--- config.mk ---
export PLATFORM = sky130hd
export DESIGN_NAME = vvd_front
export DESIGN_NICKNAME = d
export VERILOG_FILES = /design/src/rtl/vvd_pkg.sv /design/src/rtl/vvd_front.sv
export SDC_FILE = /design/constraint.sdc
export NUM_CORES = 1
export LEC_CHECK = 0
export BUFFER_PORTS_ARGS = -buffer_cell sky130_fd_sc_hd__buf_2
export CAP_MARGIN = 20
export CORE_ASPECT_RATIO = 1.75
export CORE_MARGIN = 2
export CORE_UTILIZATION = 57
export CTS_CLUSTER_DIAMETER = 80
export DETAILED_ROUTE_END_ITERATION = 10
export PLACE_DENSITY_LB_ADDON = 0.3
export SYNTH_ARGS = -nofsm -noshare
export SYNTH_HDL_FRONTEND = slang
export SYNTH_SLANG_ARGS = --single-unit
--- constraint.sdc ---
create_clock -name clk -period 6.8 [get_ports clk]
set_input_delay 0.34 -clock clk [delete_from_list [all_inputs] [get_ports clk]]
set_output_delay 0.34 -clock clk [all_outputs]
set_load 0.01 [all_outputs]
--- src/rtl/vvd_pkg.sv ---
// Shared types and constants for the voxel volume dilation block.
// Payload structs, register indexes, operation codes and default sizes.
// No dependencies.
`timescale 1ns / 1ps
package vvd_pkg;

	localparam int DEF_MAX_X = 256;
	localparam int DEF_MAX_Y = 256;
	localparam int DEF_MAX_Z = 256;

	localparam int LABEL_W  = 8;
	localparam int COUNT_W  = 25;
	localparam int SIZE_W   = 9;
	localparam int CFG_IDX_W = 3;
	localparam logic [COUNT_W-1:0] COUNT_MAX = '1;

	typedef enum logic [CFG_IDX_W-1:0] {
		REG_SIZE_X        = 3'd0,
		REG_SIZE_Y        = 3'd1,
		REG_SIZE_Z        = 3'd2,
		REG_NEIGHBOURHOOD = 3'd3,
		REG_TARGET        = 3'd4,
		REG_EMPTY         = 3'd5,
		REG_UNKNOWN       = 3'd6
	} reg_idx_t;

	localparam logic OP_VOXEL = 1'b0;
	localparam logic OP_DRAIN = 1'b1;
	localparam logic NBH_CUBE = 1'b0;
	localparam logic NBH_FACE = 1'b1;

	typedef struct packed {
		logic               operation;
		logic [LABEL_W-1:0] voxel_label;
	} item_t;

	typedef struct packed {
		logic [LABEL_W-1:0] out_label;
		logic               last_voxel;
		logic [COUNT_W-1:0] dilated_count;
	} result_t;

	typedef struct packed {
		logic [LABEL_W-1:0] label;
		logic               emit;
	} qent_t;

	typedef struct packed {
		logic               nbh;
		logic [LABEL_W-1:0] target;
		logic [LABEL_W-1:0] empty;
		logic [LABEL_W-1:0] unknown;
	} lbl_cfg_t;

endpackage

--- src/rtl/vvd_front.sv ---
// Front end: accepts input beats, drops early drains, adds fill beats for short
// volumes and tags each window push with whether it yields a result.
// Depends on vvd_pkg.
`timescale 1ns / 1ps
module vvd_front #(
	parameter int KW = 41,
	parameter int DW = 17
) (
	input  logic               clk,
	input  logic               arst_n,
	input  logic               restart,
	input  logic               hold,
	input  logic               push,
	output logic               full,
	input  vvd_pkg::item_t     item,
	input  logic [KW-1:0]      total,
	input  logic [DW-1:0]      delay,
	input  logic [KW-1:0]      end_cnt,
	output logic               q_wr,
	output vvd_pkg::qent_t     q_data,
	input  logic               q_full
);

	logic [KW-1:0] kin_q, kin_nx, delay_k;
	logic          fill_q, filling, acc, in_vol;

	always_comb begin
		delay_k = KW'(delay);
		kin_nx  = kin_q + 1'b1;
		in_vol  = (kin_q < total);
		filling = fill_q && !q_full;
		full    = q_full || fill_q || hold;
		acc     = push && !full;
		q_wr    = 1'b0;
		q_data  = '0;
		if (filling) begin
			q_wr        = 1'b1;
			q_data.emit = (kin_q == delay_k);
		end else if (acc) begin
			if (in_vol) begin
				if (item.operation == vvd_pkg::OP_VOXEL) begin
					q_wr         = 1'b1;
					q_data.label = item.voxel_label;
					q_data.emit  = (kin_q >= delay_k);
				end
			end else begin
				q_wr        = 1'b1;
				q_data.emit = 1'b1;
			end
		end
	end

	always_ff @(posedge clk or negedge arst_n) begin
		if (!arst_n) begin
			kin_q  <= '0;
			fill_q <= 1'b0;
		end else if (restart) begin
			kin_q  <= '0;
			fill_q <= 1'b0;
		end else if (q_wr) begin
			kin_q <= (kin_nx == end_cnt) ? '0 : kin_nx;
			if (filling && q_data.emit) begin
				fill_q <= 1'b0;
			end
			if (!filling && in_vol && kin_nx == total && total <= delay_k) begin
				fill_q <= 1'b1;
			end
		end
	end

endmodule

After elaboration in Yosys (flattened, before gate mapping)
Cells that the tools add are included.

Register bits after elaboration: 42. Output and inout bits: 11. Word-level logic and storage cells: 40.

$add $sub $neg: 1. $lt $le $gt $ge: 3. Eq/ne operators: 3. Multiplexer cells: 17. Reductions and logical operators: 14.

Operators by type and width (number): 2-to-1 mux 41 bit (3); == test 41 bit (2); adder 41 x 1 -> 41 bit (second input constant) (1); == test 41 x 17 -> 1 bit (1); >= comparator 41 x 17 -> 1 bit (1); less-or-equal comparator 41 x 17 -> 1 bit (1); < comparator 41 bit (1); 2-to-1 mux 9 bit (2); 2-to-1 mux 8 bit (2); 2-to-1 mux 1 bit (10); logical AND 1 bit (6); zero test 1 bit (3); nonzero test 3 bit (1); logical OR 1 bit (2); AND reduction 2 bit (1); nonzero test 2 bit (1).

Depth between registers and ports, before layout
Depth after elaboration: 11. Gate-level depth with buffers: 14. Mapped depth without buffers: 11.

Worst setup path after synthesis
OpenSTA, ideal clock, no wires.

Path type: register to register. From: register kin_q[1]. To: register kin_q[26]. Arrival: 3.622 ns. Slack: 3.058 ns. Cell stages (with the launch flop): 13. Buffers on the path: 2. Clock period less this slack: 3.742 ns. Cells stage by stage: dfrtp_1 -> ha_1 -> nand3_1 -> or4_1 -> buf_2 -> or4_1 -> xor2_1 -> o221ai_1 -> or4_1 -> nor4_4 -> buf_6 -> nor4_1 -> a31o_1.

Word-level cells in the longest chain between the ends: 5. Elaborated cells between the ends (all ways): 10. Those cells by class: add/sub: 1; order compare: 1; eq/ne: 1; mux: 6; reduce/logical: 1.

Ends and longest elaborated chain: start: declaration (RTL line vvd_front.sv:24) `logic [KW-1:0] kin_q, kin_nx, delay_k;`; start signal: assignment (RTL line vvd_front.sv:61) `kin_q <= (kin_nx == end_cnt) ? '0 : kin_nx;`; adder 41 x 1 -> 41 bit / < comparator 41 bit (equally long branches) (RTL line vvd_front.sv:29, vvd_front.sv:30); == test 41 bit / 2-to-1 mux 1 bit (equally long branches) (RTL line vvd_front.sv:61, vvd_front.sv:40); 2-to-1 mux 41 bit / 2-to-1 mux 1 bit (equally long branches) (RTL line vvd_front.sv:61, vvd_front.sv:39); 2-to-1 mux 41 bit / 2-to-1 mux 1 bit (equally long branches) (RTL line vvd_front.sv:60, vvd_front.sv:36); 2-to-1 mux 41 bit / nonzero test 2 bit (equally long branches).

Parallel ways exist; a longest one is shown, timed or not. The select of a mux whose other input is x is not followed. A chain may end at the register's enable or synchronous reset.

Final worst setup path
From: register kin_q[19]. To: output port q_wr.

Word-level cells in the longest chain between the ends: 4.

Ends and longest elaborated chain: < comparator 41 bit (RTL line vvd_front.sv:30) `in_vol = (kin_q < total);`; 2-to-1 mux 1 bit (RTL line vvd_front.sv:40) `if (in_vol) begin`; 2-to-1 mux 1 bit (RTL line vvd_front.sv:39) `end else if (acc) begin`; 2-to-1 mux 1 bit (RTL line vvd_front.sv:36) `if (filling) begin`; end: declaration (RTL line vvd_front.sv:19) `output logic q_wr,`.

No other way between the ends.

==> flow_metrics.py <==
metrics = {
    "run_status": {
        "status": "complete, no violations",
    },
    "final_layout": {
        "syn_to_final_growth_pct": 9.90,
        "n_fill_cell": 1250,
        "drive_gt1_share_pct": 15.6,
        "nNetsFinal": 1212,
        "finish.utilization_pct": 63.7,
        "n_antenna_cell": 0,
        "seqCellArea_sq_um": 1050,
        "multi_input_area_sq_um": 5760,
    },
    "setup_path": {
        "path_buf_inv": 2,
        "crit_chain": "ha_1 > and3_1 > a221oi_1 > o22ai_1 > a211o_1 > a21oi_1 > o21ai_2 > o21ai_2 > clkinv_1 > buf_2",
        "r2r_cells": 10,
        "critical_path_class": "reg2out",
        "slowest_stage": "o21ai_2",
        "cpMostUsedCell": "o21ai_2",
        "crit_family": "compound AO/OA/AOI/OAI gates",
        "worst_setup_path_end_kind": "output port",
        "required_ns": 6.46,
        "reg2reg_to": "kin_q[21]",
        "start_kind": "register",
        "worstReg2RegStart": "kin_q[4]",
        "cp.arrival_ns": 4.54,
        "reg2reg_slack_ns": 2.09,
        "cp_slowest_stage_delay_ns": 0.85,
        "cp_max_fo": 19,
    },
    "synthesis": {
        "synth_area_leader_cell": "dfrtp_1",
        "synth-seq-cells": 42,
        "synth_nets": 1152,
        "netlist_area_sq_um": 7420,
        "avgSynthCellArea_sq_um": 7.72,
        "synth.most_common_cell": "xnor2_1",
        "synth.distinct_cells": 75,
        "synth_area_leaders": "dfrtp_1 14%, ha_1 13%, xnor2_1 9.8%, inv_1 3.7%, nor4_1 3.5%",
        "syn_inst": 962,
        "synthTopCellsByCount": "83 x xnor2_1, 76 x ha_1, 74 x inv_1",
        "yosysWarnings": 0,
        "synth_edf_count": 0,
        "async_reset_ff_share_pct": 100,
        "ys_seq_area_share_pct": 14.2,
        "yosys_most_used_dff": "dfrtp_1",
        "synth_top_area_share_pct": 14.2,
    },
    "routing": {
        "vias_per_cell": 6.82,
        "finalWirelength_um": 28500,
        "vias": 8139,
        "routedWlPerCell_um": 23.8,
        "postRouteAntennaNets": 0,
        "drt-initial-drc-count": 579,
        "drt_pre_antenna_iters": 5,
        "drc": 0,
    },
    "clocking": {
        "cts_tree": "yes",
        "cts_buffer_depth": 2,
        "cts.repair.resized": 0,
        "clkTransAtPathRegs_ns": 0.07,
        "h-tree-depth": 2,
        "post-cts-setup-buffer-count": 0,
        "cts_num_sinks": 42,
        "cts_hold_buf": 0,
        "cts-root-buf": "clkbuf_16",
        "cts_made_buffers": 5,
        "clock_latency_ns": 0.30,
    },
    "power": {
        "p_total_mw": 0.786,
        "power_density_nw_per_um2": 96.3,
        "ir_drop_mv": 0.0789,
        "power.leakage_nw": 3.63,
    },
    "placed_design": {
        "port_buffers": 124,
        "dp_slack_ns": 2.20,
        "gp_congestion": 1.07,
        "hpwl_um": 21800,
    },
    "floorplanning": {
        "initial_utilization_pct": 58.0,
        "die-area_sq_um": 14000,
        "coreArea_sq_um": 12800,
        "io_pins": 125,
        "die-height_um": 155,
        "num_rows": 55,
        "dieWidth_um": 90.3,
    },
    "sta": {
        "worst_pin_slew_ns": 1.35,
        "slew-limit-headroom_pct": 8.00,
        "grt_setup_unrepaired": "false",
        "hold_viol": 0,
        "max_freq_mhz": 205,
        "setup_viol": 0,
        "skew_ns": 0.00918,
        "setup_ws_ns": 1.92,
        "drv_slew": 0,
        "period_share_pct": 71.8,
        "fin_setup_tns_ns": 0,
        "layout_min_cycle_time_ns": 4.88,
    },
    "grt": {
        "grt_pass1_wl_um": 43400,
        "grt_usage_pct": 39.8,
        "grt-ovfl-total": 0,
        "antenna_found_initial": 0,
        "grt_max_degree": 63,
        "first_global_vias": 7959,
    },
    "flow_run": {
        "cap_viol_max_count": 0,
    },
    "worst_hold_path": {
        "hp-class": "in2async",
    },
}
kinds of logic after synthesis:
kind of cell,Yosys count,synth area share [%]
AO/OA/AOI/OAI,170,15.9
XOR/XNOR,119,15.7
adder cells (fa/ha/maj),76,12.8
buffers and inverters,156,8.50
flip-flops,42,14.2
multiplexers,1,0.152
AND/OR/NAND/NOR,398,32.8
registers in the layout, indices dropped and copies added, names as in the netlist:
name,flops
fill_q,1
kin_q,41
power by group:
part           internal (mW)  switching (mW)
Combinational          0.104           0.135
Clock                  0.174           0.110
Sequential             0.253         0.00992
cell usage in the layout (no fill, tap or decap), drive strengths merged, types with 8 or more instances in the layout:
master / Yosys / routed
inv: 74 / 74
nand3: 49 / 49
o21ai: 32 / 32
nand2b: 11 / 11
dfrtp: 42 / 42
ha: 76 / 76
nor2: 31 / 31
xor2: 27 / 27
o31ai: 16 / 16
buf: 24 / 133
nand4: 39 / 39
or3: 9 / 9
a21o: 17 / 17
a21oi: 34 / 34
nor4: 44 / 44
or4: 33 / 33
and2: 15 / 15
nor3: 48 / 48
nand2: 44 / 44
a31o: 11 / 11
and3: 8 / 8
xnor3: 8 / 8
and4: 11 / 11
xnor2: 83 / 83
nor4b: 29 / 29
how the worst max path moves through the flow:
stage,from,cells past startpoint,slack [ns],endpoint
6_report,kin_q[19],10,1.92,q_wr
5_1_grt,kin_q[4],10,1.88,kin_q[21]
4_1_cts,kin_q[19],10,2.06,q_wr
3_5_place_dp,kin_q[1],11,2.20,kin_q[21]
3_3_place_gp,kin_q[1],11,2.32,kin_q[34]
2_1_floorplan,kin_q[1],12,3.06,kin_q[26]
per-layer routing:
metal	global-route usage, %	up-vias	part of all wire (%)
li1	-	3704	-
met1	39.8	3762	32
met2	71.4	501	50
met3	6.00	172	7.1
met4	34.1	0	10
met5	0	-	0
worst reg2reg max path, stage by stage, from the launching register on:
cell	delay [ns]
dfrtp_1	0.64
nand4_1	0.50
nor4_1	1.11
o2bb2ai_1	0.10
a2111oi_0	0.63
nand4_1	0.18
or4_4	0.54
nor4_4	0.24
buf_4	0.34
nor4_1	0.11
a31o_1	0.21
layout make-up:
cell class                 count  share of cell area, %
clock inverter                 1                  0.368
clock buffer                   7                   1.63
timing repair buffer         133                   8.44
sequential                    42                   12.9
inverter                      76                   3.50
multi-input combinational    764                   70.6
tap                          171                   2.62
metrics by stage:
| step | std cells | hold slack [ns] | area [sq um] |
|---|---|---|---|
| 5_1_grt | 1194 | 0.192 | 8160 |
| 3_3_place_gp | 1186 | 0.483 | 7990 |
| 6_report | 1194 | 0.138 | 8160 |
| 4_1_cts | 1194 | 0.175 | 8160 |
| 2_1_floorplan | 962 | 0.0444 | 7420 |
| 3_5_place_dp | 1186 | 0.484 | 7990 |
Power figures use the tool's default switching activity.
