File: src/rtl/vvd_fifo.sv
// Small register FIFO used for the work queue and the result queue.
// Depth must be a power of two. No dependencies.
`timescale 1ns / 1ps
module vvd_fifo #(
	parameter int WIDTH = 8,
	parameter int DEPTH = 4
) (
	input  logic             clk,
	input  logic             arst_n,
	input  logic             wr,
	input  logic [WIDTH-1:0] wdata,
	input  logic             rd,
	output logic [WIDTH-1:0] rdata,
	output logic             full,
	output logic             nonempty
);

	localparam int PW = $clog2(DEPTH);
	localparam int CW = $clog2(DEPTH + 1);

	logic [WIDTH-1:0] mem_q [DEPTH];
	logic [PW-1:0]    wp_q, rp_q;
	logic [CW-1:0]    cnt_q;

	assign full     = (cnt_q == CW'(DEPTH));
	assign nonempty = (cnt_q != '0);
	assign rdata    = mem_q[rp_q];

	always_ff @(posedge clk) begin
		if (wr) begin
			mem_q[wp_q] <= wdata;
		end
	end

	always_ff @(posedge clk or negedge arst_n) begin
		if (!arst_n) begin
			wp_q  <= '0;
			rp_q  <= '0;
			cnt_q <= '0;
		end else begin
			if (wr) begin
				wp_q <= wp_q + 1'b1;
			end
			if (rd) begin
				rp_q <= rp_q + 1'b1;
			end
			if (wr && !rd) begin
				cnt_q <= cnt_q + 1'b1;
			end else if (rd && !wr) begin
				cnt_q <= cnt_q - 1'b1;
			end
		end
	end

endmodule

File: config.mk
export PLATFORM = sky130hd
export DESIGN_NAME = vvd_fifo
export DESIGN_NICKNAME = d
export VERILOG_FILES = /design/src/rtl/vvd_fifo.sv
export SDC_FILE = /design/constraint.sdc
export NUM_CORES = 1
export LEC_CHECK = 0
export BUFFER_PORTS_ARGS = -buffer_cell sky130_fd_sc_hd__clkbuf_2
export CORE_MARGIN = 2
export CORE_UTILIZATION = 40
export DETAILED_ROUTE_END_ITERATION = 16
export MAX_ROUTING_LAYER = met4
export SYNTH_ARGS = -nofsm -noshare
export SYNTH_HDL_FRONTEND = slang
export SYNTH_SLANG_ARGS = --single-unit
File: constraint.sdc
create_clock -name clk -period 1.9 [get_ports clk]
set_input_delay 0.57 -clock clk [delete_from_list [all_inputs] [get_ports clk]]
set_output_delay 0.57 -clock clk [all_outputs]
set_load 0.005 [all_outputs]
Yosys cells after proc, flatten, opt, wreduce, memory -nomap -nowiden. Memories as Yosys holds them, arrays and structs flattened. Index checks and enable logic that the tools add are counted.

Eq/ne operators: 1. Reductions and logical operators: 6. Add/sub/neg operators: 4. Multiplexer cells: 4.

Operators with widths (count): 3-bit 2-to-1 mux (2); 2-bit by 1-bit adder with 2-bit output, second input constant (2); 3-bit by 1-bit adder with 3-bit output, second input constant (1); 3-bit equality test, second input constant (1); 3-bit nonzero test (1); 3-bit by 1-bit subtractor with 3-bit output, second input constant (1); 1-bit logical AND (2); 1-bit zero test (2); 1-bit 2-to-1 mux (2); 2-bit nonzero test (1).

RAM bits: 32. Word-level logic and storage cells: 19. Memories: 1. Bits in registers: 7.

Memory list: mem_q (depth 4, bits a word 8, rd ports 1, clocked after Yosys merged registers in 0, wr ports 1, RTL line 21) `logic [WIDTH-1:0] mem_q [DEPTH];`.

Depth between registers and ports, before layout. Gate-level depths: netlist of the first run.

Depth in word-level cells: 4. Depth in mapped cells: 7. Mapped depth without buffers: 7.

Least setup slack after synthesis of the first run. OpenSTA, ideal clock, no wires.

Kind: input port to flip-flop. From: input rd. To: register cnt_q[2]. Arrival: 1.576 ns. Path slack: 0.245 ns. Stages on the path: 7. Cell sequence: inv_1 -> ha_1 -> inv_1 -> fa_1 -> xor2_1 -> nor2_1 -> xor2_1.

Word-level cells in the longest chain between the ends: 3.

RTL lines: start, declared (RTL line 12) `input logic rd,`; 1-bit zero test (RTL line 47) `if (wr && !rd) begin`; 1-bit logical AND (RTL line 47); 3-bit 2-to-1 mux or 2-bit nonzero test (tied branches); end signal, assigned (RTL line 48) `cnt_q <= cnt_q + 1'b1;`; end signal, assigned (RTL line 50) `cnt_q <= cnt_q - 1'b1;`; end, declared (RTL line 23) `logic [CW-1:0] cnt_q;`.

Parallel ways exist; a longest one is shown, timed or not. A chain may end at the register's enable or synchronous reset.

Worst setup path after layout of the first run.
From: register rp_q[0]. To: output rdata[3].

Word-level cells in the longest chain between the ends: 1.

RTL lines: start, declared (RTL line 22) `logic [PW-1:0] wp_q, rp_q;`; start signal, assigned (RTL line 45) `rp_q <= rp_q + 1'b1;`; memory read 4 x 8 bit; end, declared (RTL line 13) `output logic [WIDTH-1:0] rdata,`.

Every way passes these cells.

==> impl_results.html, run 1 <==
<table>
<tr><th>Metric</th><th>Value</th></tr>
<tr><th colspan="2">Outcome</th></tr>
<tr><td>Result of the run</td><td>complete, but fails checks</td></tr>
<tr><td>Violated checks</td><td>negative setup slack</td></tr>
<tr><th colspan="2">Timing</th></tr>
<tr><td>Final number of max-transition violations</td><td>0</td></tr>
<tr><td>Fraction of the cycle the final worst path needs</td><td>107%</td></tr>
<tr><td>Maximum frequency from static timing analysis</td><td>0.493 GHz</td></tr>
<tr><td>Hold violation total from the final report</td><td>0</td></tr>
<tr><td>Transition time at the pin with the least slew margin</td><td>0.453 ns</td></tr>
<tr><td>Final setup margin</td><td>-0.129 ns</td></tr>
<tr><td>Time the worst path needs with I/O delays and setup</td><td>2.03 ns</td></tr>
<tr><td>Worst max-slew margin expressed relative to the limit</td><td>69.8%</td></tr>
<tr><td>RSZ-0062 raised after global routing</td><td>yes</td></tr>
<tr><td>Worst setup skew after layout</td><td>0.00567 ns</td></tr>
<tr><td>Worst hold-check slack</td><td>0.113 ns</td></tr>
<tr><td>Finish-stage setup viols</td><td>8</td></tr>
<tr><th colspan="2">Yosys</th></tr>
<tr><td>Synthesized-area fraction occupied by and/or/nand/nor cells</td><td>3.23%</td></tr>
<tr><td>Warning count from the yosys run</td><td>0</td></tr>
<tr><td>Flops &amp; latches, synth</td><td>39</td></tr>
<tr><td>Share of synthesized cell area in full adder, half adder and majority cells</td><td>5.33%</td></tr>
<tr><td>Nets in the synthesized netlist</td><td>94</td></tr>
<tr><td>Distinct cell type count after synthesis</td><td>17</td></tr>
<tr><td>Parity-gate share of the synthesized area counting xor and xnor cells</td><td>3.39%</td></tr>
<tr><td>Mux contribution to synthesized area</td><td>12.4%</td></tr>
<tr><td>Cell Area, Synth</td><td>1550 um^2</td></tr>
<tr><td>Avg Inst Size Synth</td><td>20.4 um^2</td></tr>
<tr><td>Gate Count Post-Synth</td><td>76</td></tr>
<tr><td>Main combinational cell family by area after synthesis</td><td>multiplexers</td></tr>
<tr><td>Sequential fraction of the synthesis area</td><td>73.3%</td></tr>
<tr><td>Compound-Gate Fraction of Synth Area</td><td>0.323%</td></tr>
<tr><th colspan="2">CTS</th></tr>
<tr><td>Clock edge transition at the registers on the reported setup and hold paths</td><td>0.07 ns</td></tr>
<tr><td>Clock tree from TritonCTS</td><td>built</td></tr>
<tr><td># hold bufs at CTS</td><td>0</td></tr>
<tr><td>Cts bufs inserted</td><td>5</td></tr>
<tr><td>Clock Root Buffer</td><td>sky130_fd_sc_hd__clkbuf_8</td></tr>
<tr><td>Clk buf depth</td><td>2</td></tr>
<tr><td>Level count of the clock H-tree</td><td>2</td></tr>
<tr><td>Clk Latency, worst-skew pair</td><td>0.29 ns</td></tr>
<tr><td>Clock sinks</td><td>39</td></tr>
<tr><th colspan="2">Detailed routing</th></tr>
<tr><td>Initial DRC count</td><td>30</td></tr>
<tr><td>Vias per inst</td><td>4.73</td></tr>
<tr><td>Wire per inst</td><td>14.6 um</td></tr>
<tr><td>DRC errors left</td><td>0</td></tr>
<tr><td>Pre-Repair DR Iteration Count</td><td>4</td></tr>
<tr><td>Count of vias placed by the detailed router</td><td>752</td></tr>
<tr><td>Wire length after detailed routing</td><td>2320 um</td></tr>
<tr><td>Remaining number of nets flagged by the antenna check after routing</td><td>0</td></tr>
<tr><th colspan="2">Cells and area</th></tr>
<tr><td>P&amp;R area growth vs syn</td><td>21.2%</td></tr>
<tr><td>Layout cells sized above 1</td><td>41.4%</td></tr>
<tr><td>Diodes inserted</td><td>0</td></tr>
<tr><td>Final Net Count</td><td>128</td></tr>
<tr><td>Finished Cell Area</td><td>1880 um^2</td></tr>
<tr><th colspan="2">Floorplan</th></tr>
<tr><td>Die width</td><td>66.2 um</td></tr>
<tr><td>Num rows</td><td>22</td></tr>
<tr><td>Area of the die</td><td>4390 um^2</td></tr>
<tr><td>Number of I/O pins</td><td>22</td></tr>
<tr><td>Area of the core region</td><td>3690 um^2</td></tr>
<tr><td>Vertical extent of the die</td><td>66.2 um</td></tr>
<tr><td>Starting density of the core</td><td>42.0%</td></tr>
<tr><th colspan="2">Place</th></tr>
<tr><td>Final estimated routing congestion in global placement</td><td>0.776</td></tr>
<tr><td>Quantity of I/O buffers inserted on ports</td><td>21</td></tr>
<tr><td>Half-perimeter wire length after placement</td><td>1620 um</td></tr>
<tr><td>Dpl cell area</td><td>1740 um^2</td></tr>
<tr><th colspan="2">Power</th></tr>
<tr><td>Switch share</td><td>27.2%</td></tr>
<tr><td>Power density relative to cell area</td><td>1460 nW/um^2</td></tr>
<tr><td>Leakage dissipation</td><td>0.726 nW</td></tr>
<tr><td>NetSw</td><td>0.746 mW</td></tr>
<tr><td>Largest vdd supply drop</td><td>0.000575 V</td></tr>
<tr><td>Flop pwr share</td><td>46.8%</td></tr>
<tr><td>Combinational fraction of design power</td><td>28.6%</td></tr>
<tr><td>Fraction of power consumed by the clock network</td><td>24.5%</td></tr>
<tr><td>Internal Pwr Total</td><td>2.00 mW</td></tr>
<tr><th colspan="2">Setup path</th></tr>
<tr><td>WP buf/inv</td><td>2</td></tr>
<tr><td>Setup slack on the worst flop-to-flop path</td><td>0.52 ns</td></tr>
<tr><td>Critical Path Start Type</td><td>flip-flop</td></tr>
<tr><td>Endpoint class of the critical path</td><td>output port</td></tr>
<tr><td>Cell count along the critical path</td><td>3</td></tr>
<tr><td>Crit-path max FO</td><td>4</td></tr>
<tr><td>Data required time at the worst endpoint</td><td>1.33 ns</td></tr>
<tr><td>Cell type of the slowest stage on the worst timing path</td><td>sky130_fd_sc_hd__mux4_2</td></tr>
<tr><td>Worst reg2reg path endpoint</td><td>cnt_q[2]</td></tr>
<tr><td>CP Cell Sequence</td><td>buf_6, mux4_2, clkbuf_2</td></tr>
<tr><td>Largest stage delay on the critical path</td><td>0.50 ns</td></tr>
<tr><td>RR Startpoint</td><td>cnt_q[0]</td></tr>
<tr><td>Delay-heaviest family, CP</td><td>multiplexers</td></tr>
<tr><td>Cell depth of the worst flop-to-flop path</td><td>4</td></tr>
<tr><td>Data arrival time at the worst-slack endpoint</td><td>1.46 ns</td></tr>
<tr><td>Critical path class</td><td>reg -&gt; out</td></tr>
<tr><th colspan="2">GRT</th></tr>
<tr><td>Largest net degree at the start of global routing</td><td>14</td></tr>
<tr><td>Antenna violations before repair</td><td>0</td></tr>
<tr><td>Global-route wire length before repair</td><td>3900 um</td></tr>
<tr><td>GRT Util Overall</td><td>13.2%</td></tr>
<tr><td>Vias in the first global route</td><td>789</td></tr>
<tr><td>GR Overflow Total</td><td>0</td></tr>
<tr><th colspan="2">Hold path</th></tr>
<tr><td>Tightest Hold Check Type</td><td>in -&gt; async</td></tr>
<tr><th colspan="2">Flow run</th></tr>
<tr><td>Number of max-capacitance violations reported</td><td>0</td></tr>
</table>
through the flow:
step / power [mW] / setup slack (ns) / TNS (ns) / util (%) / instances
after floorplan: 1.77 / 0.245 / 0 / - / 76
after global placement: 2.05 / 0.100 / 0 / 47.3 / 149
after detailed placement: 2.07 / 0.0425 / 0 / 47.3 / 149
after CTS: 2.77 / -0.154 / -1.09 / 50.7 / 158
after global routing: 2.91 / -0.189 / -1.37 / 50.9 / 159
final: 2.74 / -0.129 / -0.908 / 50.9 / 159
how the worst max path moves through the flow:
stage	to	startpoint
after global routing	rdata[3]	rp_q[0]
final	rdata[3]	rp_q[0]
after global placement	rdata[2]	rp_q[0]
after detailed placement	cnt_q[2]	rd
after CTS	rdata[3]	rp_q[0]
after floorplan	cnt_q[2]	rd
cells by family (layout without fill, tap and decap cells):
family / after synthesis / in the layout
flip-flops: 39 / 39
multiplexers: 9 / 9
AND/OR/NAND/NOR: 9 / 9
adder cells (fa/ha/maj): 6 / 6
XOR/XNOR: 6 / 6
buffers and inverters: 6 / 41
AO/OA/AOI/OAI: 1 / 1
registers in the layout (all words and copies together) (netlist names):
register  flops
mem_q        32
wp_q          2
cnt_q         3
rp_q          2
worst register-to-register path, stage by stage (launching register included):
cell and delay [ns]:
sky130_fd_sc_hd__dfrtp_1 0.44, sky130_fd_sc_hd__fa_1 0.45, sky130_fd_sc_hd__xor2_1 0.17, sky130_fd_sc_hd__nor2_1 0.11, sky130_fd_sc_hd__xor2_1 0.14
Yosys cell counts:
| master | number | area, um^2 |
|---|---|---|
| sky130_fd_sc_hd__edfxtp_1 | 32 | 961 |
| sky130_fd_sc_hd__mux4_2 | 8 | 180 |
| sky130_fd_sc_hd__dfrtp_1 | 7 | 175 |
| sky130_fd_sc_hd__ha_1 | 5 | 62.6 |
| sky130_fd_sc_hd__and2_1 | 4 | 25.0 |
| sky130_fd_sc_hd__inv_1 | 4 | 15.0 |
| sky130_fd_sc_hd__xor2_1 | 4 | 35.0 |
| sky130_fd_sc_hd__nand2_1 | 2 | 7.51 |
| sky130_fd_sc_hd__xnor2_1 | 2 | 17.5 |
| sky130_fd_sc_hd__buf_2 | 1 | 5.00 |
| sky130_fd_sc_hd__buf_6 | 1 | 11.3 |
| sky130_fd_sc_hd__fa_1 | 1 | 20.0 |
| sky130_fd_sc_hd__mux2_2 | 1 | 11.3 |
| sky130_fd_sc_hd__nor2_1 | 1 | 3.75 |
| sky130_fd_sc_hd__nor3b_1 | 1 | 7.51 |
| sky130_fd_sc_hd__o21ai_0 | 1 | 5.00 |
| sky130_fd_sc_hd__or3_1 | 1 | 6.26 |
what timing repair did:
| item | CTS | global route |
|---|---|---|
| endpoints found under the setup margin | 8 | 8 |
| buffers inserted | 1 | 1 |
| resized for setup | 2 | 0 |
layout make-up:
cell class                 instances  area (um^2)
inverter                           4         15.0
clock inverter                     3         43.8
multi-input combinational         31          382
tap                               48         60.1
clock buffer                       5         68.8
fill                             319         1810
timing repair buffer              29          173
sequential                        39         1140
placed cells by master, fill, tap and decap left out:
cell type,n
sky130_fd_sc_hd__xnor2_1,2
sky130_fd_sc_hd__fa_1,1
sky130_fd_sc_hd__dfrtp_1,7
sky130_fd_sc_hd__nor2_1,1
sky130_fd_sc_hd__clkbuf_2,21
sky130_fd_sc_hd__buf_4,6
sky130_fd_sc_hd__xor2_1,4
sky130_fd_sc_hd__inv_1,4
sky130_fd_sc_hd__mux4_2,8
sky130_fd_sc_hd__clkinv_4,1
sky130_fd_sc_hd__o21ai_0,1
sky130_fd_sc_hd__mux2_2,1
sky130_fd_sc_hd__nand2_1,2
sky130_fd_sc_hd__buf_6,2
sky130_fd_sc_hd__edfxtp_1,32
sky130_fd_sc_hd__ha_1,5
sky130_fd_sc_hd__clkinv_2,1
sky130_fd_sc_hd__clkbuf_8,5
sky130_fd_sc_hd__or3_1,1
sky130_fd_sc_hd__nor3b_1,1
sky130_fd_sc_hd__and2_1,4
sky130_fd_sc_hd__bufinv_16,1
power groups by stage:
stage | Combinational (mW) | Sequential [mW] | Clock [mW]
2_1_floorplan | 0.534 | 1.23 | 0
3_3_place_gp | 0.747 | 1.30 | 0
3_5_place_dp | 0.758 | 1.31 | 0
4_1_cts | 0.796 | 1.29 | 0.688
5_1_grt | 0.878 | 1.32 | 0.720
6_report | 0.785 | 1.28 | 0.672
layer usage:
| metal | up-vias | global-route usage (%) | wire, um |
|---|---|---|---|
| li1 | 353 | - | - |
| met1 | 378 | 16.1 | 1040 |
| met2 | 16 | 20.0 | 1130 |
| met3 | 5 | 4.60 | 99 |
| met4 | 0 | 5.36 | 44 |
| met5 | - | - | 0 |
Note: power is estimated with default switching activity, not from simulation.
==> inputs of run 2 (changes only) <==
--- a/config.mk
+++ b/config.mk
@@ -6,10 +6,13 @@
 export NUM_CORES = 1
 export LEC_CHECK = 0
 export BUFFER_PORTS_ARGS = -buffer_cell sky130_fd_sc_hd__clkbuf_2
+export CELL_PAD_IN_SITES_DETAIL_PLACEMENT = 1
+export CELL_PAD_IN_SITES_GLOBAL_PLACEMENT = 2
 export CORE_MARGIN = 2
 export CORE_UTILIZATION = 40
 export DETAILED_ROUTE_END_ITERATION = 16
 export MAX_ROUTING_LAYER = met4
+export PLACE_DENSITY_LB_ADDON = 0.1
 export SYNTH_ARGS = -nofsm -noshare
 export SYNTH_HDL_FRONTEND = slang
 export SYNTH_SLANG_ARGS = --single-unit
==> run 2 against run 1 <==
Effect of this change: the run still ends with negative setup slack left; sequential power about the same; register-to-register slack got worse by 0.03 ns; via count increased by 0.13%; final area decreased by 0.80%; non-clock buffer count decreased by 2; routed wire length increased by 4.6%; count of clock-buffer cells in the layout unchanged; largest power group unchanged.
==> impl_results.html, run 2 (same netlist as run 1, synthesis figures left out) <==
<table>
<tr><th>Metric</th><th>Value</th></tr>
<tr><th colspan="2">Outcome</th></tr>
<tr><td>Violated checks</td><td>negative setup slack</td></tr>
<tr><td>Result of the run</td><td>complete, but fails checks</td></tr>
<tr><th colspan="2">CTS</th></tr>
<tr><td>Clk buf depth</td><td>2</td></tr>
<tr><td>Clk Latency, worst-skew pair</td><td>0.28 ns</td></tr>
<tr><td>Clock tree from TritonCTS</td><td>built</td></tr>
<tr><td>Clock edge transition at the registers on the reported setup and hold paths</td><td>0.07 ns</td></tr>
<tr><td>Cts bufs inserted</td><td>5</td></tr>
<tr><td>Clock Root Buffer</td><td>sky130_fd_sc_hd__clkbuf_8</td></tr>
<tr><td># hold bufs at CTS</td><td>0</td></tr>
<tr><td>Level count of the clock H-tree</td><td>2</td></tr>
<tr><td>Clock sinks</td><td>39</td></tr>
<tr><th colspan="2">Flow run</th></tr>
<tr><td>Number of max-capacitance violations reported</td><td>0</td></tr>
<tr><th colspan="2">Setup path</th></tr>
<tr><td>RR Startpoint</td><td>cnt_q[0]</td></tr>
<tr><td>WP buf/inv</td><td>2</td></tr>
<tr><td>Data arrival time at the worst-slack endpoint</td><td>1.46 ns</td></tr>
<tr><td>Worst reg2reg path endpoint</td><td>cnt_q[2]</td></tr>
<tr><td>Endpoint class of the critical path</td><td>output port</td></tr>
<tr><td>Largest stage delay on the critical path</td><td>0.52 ns</td></tr>
<tr><td>Cell depth of the worst flop-to-flop path</td><td>4</td></tr>
<tr><td>Crit-path max FO</td><td>10</td></tr>
<tr><td>Critical path class</td><td>reg -&gt; out</td></tr>
<tr><td>Setup slack on the worst flop-to-flop path</td><td>0.49 ns</td></tr>
<tr><td>CP Cell Sequence</td><td>buf_12, mux4_2, clkbuf_2</td></tr>
<tr><td>Delay-heaviest family, CP</td><td>multiplexers</td></tr>
<tr><td>Critical Path Start Type</td><td>flip-flop</td></tr>
<tr><td>Data required time at the worst endpoint</td><td>1.33 ns</td></tr>
<tr><td>Cell type of the slowest stage on the worst timing path</td><td>sky130_fd_sc_hd__mux4_2</td></tr>
<tr><th colspan="2">Detailed routing</th></tr>
<tr><td>Vias per inst</td><td>4.80</td></tr>
<tr><td>Wire per inst</td><td>15.5 um</td></tr>
<tr><td>Wire length after detailed routing</td><td>2430 um</td></tr>
<tr><td>Count of vias placed by the detailed router</td><td>753</td></tr>
<tr><td>Pre-Repair DR Iteration Count</td><td>4</td></tr>
<tr><td>Remaining number of nets flagged by the antenna check after routing</td><td>0</td></tr>
<tr><td>DRC errors left</td><td>0</td></tr>
<tr><td>Initial DRC count</td><td>73</td></tr>
<tr><th colspan="2">Place</th></tr>
<tr><td>Final estimated routing congestion in global placement</td><td>0.765</td></tr>
<tr><td>Quantity of I/O buffers inserted on ports</td><td>21</td></tr>
<tr><td>Half-perimeter wire length after placement</td><td>1710 um</td></tr>
<tr><th colspan="2">Timing</th></tr>
<tr><td>Transition time at the pin with the least slew margin</td><td>0.463 ns</td></tr>
<tr><td>Finish-stage setup viols</td><td>8</td></tr>
<tr><td>Worst max-slew margin expressed relative to the limit</td><td>69.1%</td></tr>
<tr><td>Final number of max-transition violations</td><td>0</td></tr>
<tr><td>Time the worst path needs with I/O delays and setup</td><td>2.03 ns</td></tr>
<tr><td>Hold violation total from the final report</td><td>0</td></tr>
<tr><td>Maximum frequency from static timing analysis</td><td>0.492 GHz</td></tr>
<tr><td>Fraction of the cycle the final worst path needs</td><td>107%</td></tr>
<tr><td>Final setup margin</td><td>-0.131 ns</td></tr>
<tr><td>RSZ-0062 raised after global routing</td><td>yes</td></tr>
<tr><td>Worst setup skew after layout</td><td>0.00306 ns</td></tr>
<tr><th colspan="2">Cells and area</th></tr>
<tr><td>Final Net Count</td><td>126</td></tr>
<tr><td>Largest registers</td><td>mem_q (32), cnt_q (3)</td></tr>
<tr><td>P&amp;R area growth vs syn</td><td>20.3%</td></tr>
<tr><td>Highest-count cells in the layout ignoring fill and taps</td><td>sky130_fd_sc_hd__edfxtp_1, sky130_fd_sc_hd__clkbuf_2, sky130_fd_sc_hd__mux4_2</td></tr>
<tr><td>Layout cells sized above 1</td><td>39.4%</td></tr>
<tr><td>Most common library cell in the layout ignoring fill and taps</td><td>sky130_fd_sc_hd__edfxtp_1</td></tr>
<tr><td>Post-layout util</td><td>50.5%</td></tr>
<tr><td>Multi-input combinational cell area</td><td>382 um^2</td></tr>
<tr><td>Diodes inserted</td><td>0</td></tr>
<tr><td>Register with the most flip-flops</td><td>mem_q</td></tr>
<tr><td>Fill count</td><td>378</td></tr>
<tr><td>Sequential standard cell area</td><td>1140 um^2</td></tr>
<tr><td>Largest register FFs</td><td>32</td></tr>
<tr><th colspan="2">Hold path</th></tr>
<tr><td>Tightest Hold Check Type</td><td>in -&gt; async</td></tr>
<tr><th colspan="2">GRT</th></tr>
<tr><td>Global-route wire length before repair</td><td>3900 um</td></tr>
<tr><td>Antenna violations before repair</td><td>0</td></tr>
<tr><td>GR Overflow Total</td><td>0</td></tr>
<tr><td>Largest net degree at the start of global routing</td><td>13</td></tr>
<tr><td>GRT Util Overall</td><td>13.3%</td></tr>
<tr><td>Vias in the first global route</td><td>768</td></tr>
<tr><th colspan="2">Floorplan</th></tr>
<tr><td>Area of the core region</td><td>3690 um^2</td></tr>
<tr><td>Num rows</td><td>22</td></tr>
<tr><td>Die width</td><td>66.2 um</td></tr>
<tr><td>Area of the die</td><td>4390 um^2</td></tr>
<tr><td>Starting density of the core</td><td>42.0%</td></tr>
<tr><td>Vertical extent of the die</td><td>66.2 um</td></tr>
<tr><td>Number of I/O pins</td><td>22</td></tr>
<tr><th colspan="2">Power</th></tr>
<tr><td>Overall power of the completed layout</td><td>2.72 mW</td></tr>
<tr><td>Power density relative to cell area</td><td>1460 nW/um^2</td></tr>
<tr><td>Largest vdd supply drop</td><td>0.000575 V</td></tr>
<tr><td>Leakage dissipation</td><td>0.716 nW</td></tr>
</table>
## run 2: cell count changes in the layout (fill, tap and decap cells not counted)
cell / delta
sky130_fd_sc_hd__buf_12: +1
sky130_fd_sc_hd__buf_4: -1
sky130_fd_sc_hd__clkinv_1: +1
sky130_fd_sc_hd__buf_6: -2
sky130_fd_sc_hd__clkinv_4: -1
## run 2: repair_timing
action                     in CTS  in global routing
setup endpoints to repair       8                  8
resized for setup               0                  0
setup buffers                   0                  0
## run 2: where the power goes
| group | internal [mW] | switching (mW) | leakage (nW) |
|---|---|---|---|
| combinational | 0.450 | 0.339 | 0.285 |
| clock | 0.384 | 0.265 | 0.0556 |
| sequential | 1.14 | 0.139 | 0.376 |
## run 2: worst register-to-register path: stages (launching register included)
cell and delay, ns:
sky130_fd_sc_hd__dfrtp_1 0.43, sky130_fd_sc_hd__fa_1 0.46, sky130_fd_sc_hd__xor2_1 0.17, sky130_fd_sc_hd__nor2_1 0.12, sky130_fd_sc_hd__xor2_1 0.15
## run 2: layout make-up
class | instances | share of cell area (%)
tap | 48 | 3.22
inverter | 4 | 0.806
clock buffer | 5 | 3.69
multi-input combinational | 31 | 20.5
sequential | 39 | 61.0
clock inverter | 3 | 2.08
timing repair buffer | 27 | 8.73
## run 2: metrics by stage
step	hold WS, ns	TNS (ns)	worst slack (ns)	instance area [um^2]	cells
5_1_grt	0.110	-1.39	-0.194	1860	157
4_1_cts	0.110	-1.04	-0.150	1860	157
3_5_place_dp	0.419	-0.0162	-0.0162	1760	149
2_1_floorplan	0.274	0	0.245	1550	76
6_report	0.112	-0.864	-0.131	1860	157
3_3_place_gp	0.416	0	0.0970	1760	149
## run 2: how the worst max path moves through the flow
stage	start	to	slack, ns	depth (start not counted)
finish	rp_q[0]	rdata[2]	-0.13	3
global route	rp_q[0]	rdata[3]	-0.19	3
CTS	rp_q[0]	rdata[2]	-0.15	3
detailed placement	rd	cnt_q[2]	-0.02	8
global placement	rd	cnt_q[2]	0.1	8
floorplan	rd	cnt_q[2]	0.25	7
## run 2: metal layers
layer,vias to the layer above,part of all wire [%],GRT usage [%]
met4,0,0.78,4.59
met3,2,4.9,5.11
li1,351,-,-
met1,381,44,17.8
met5,-,0,-
met2,19,50,18.9
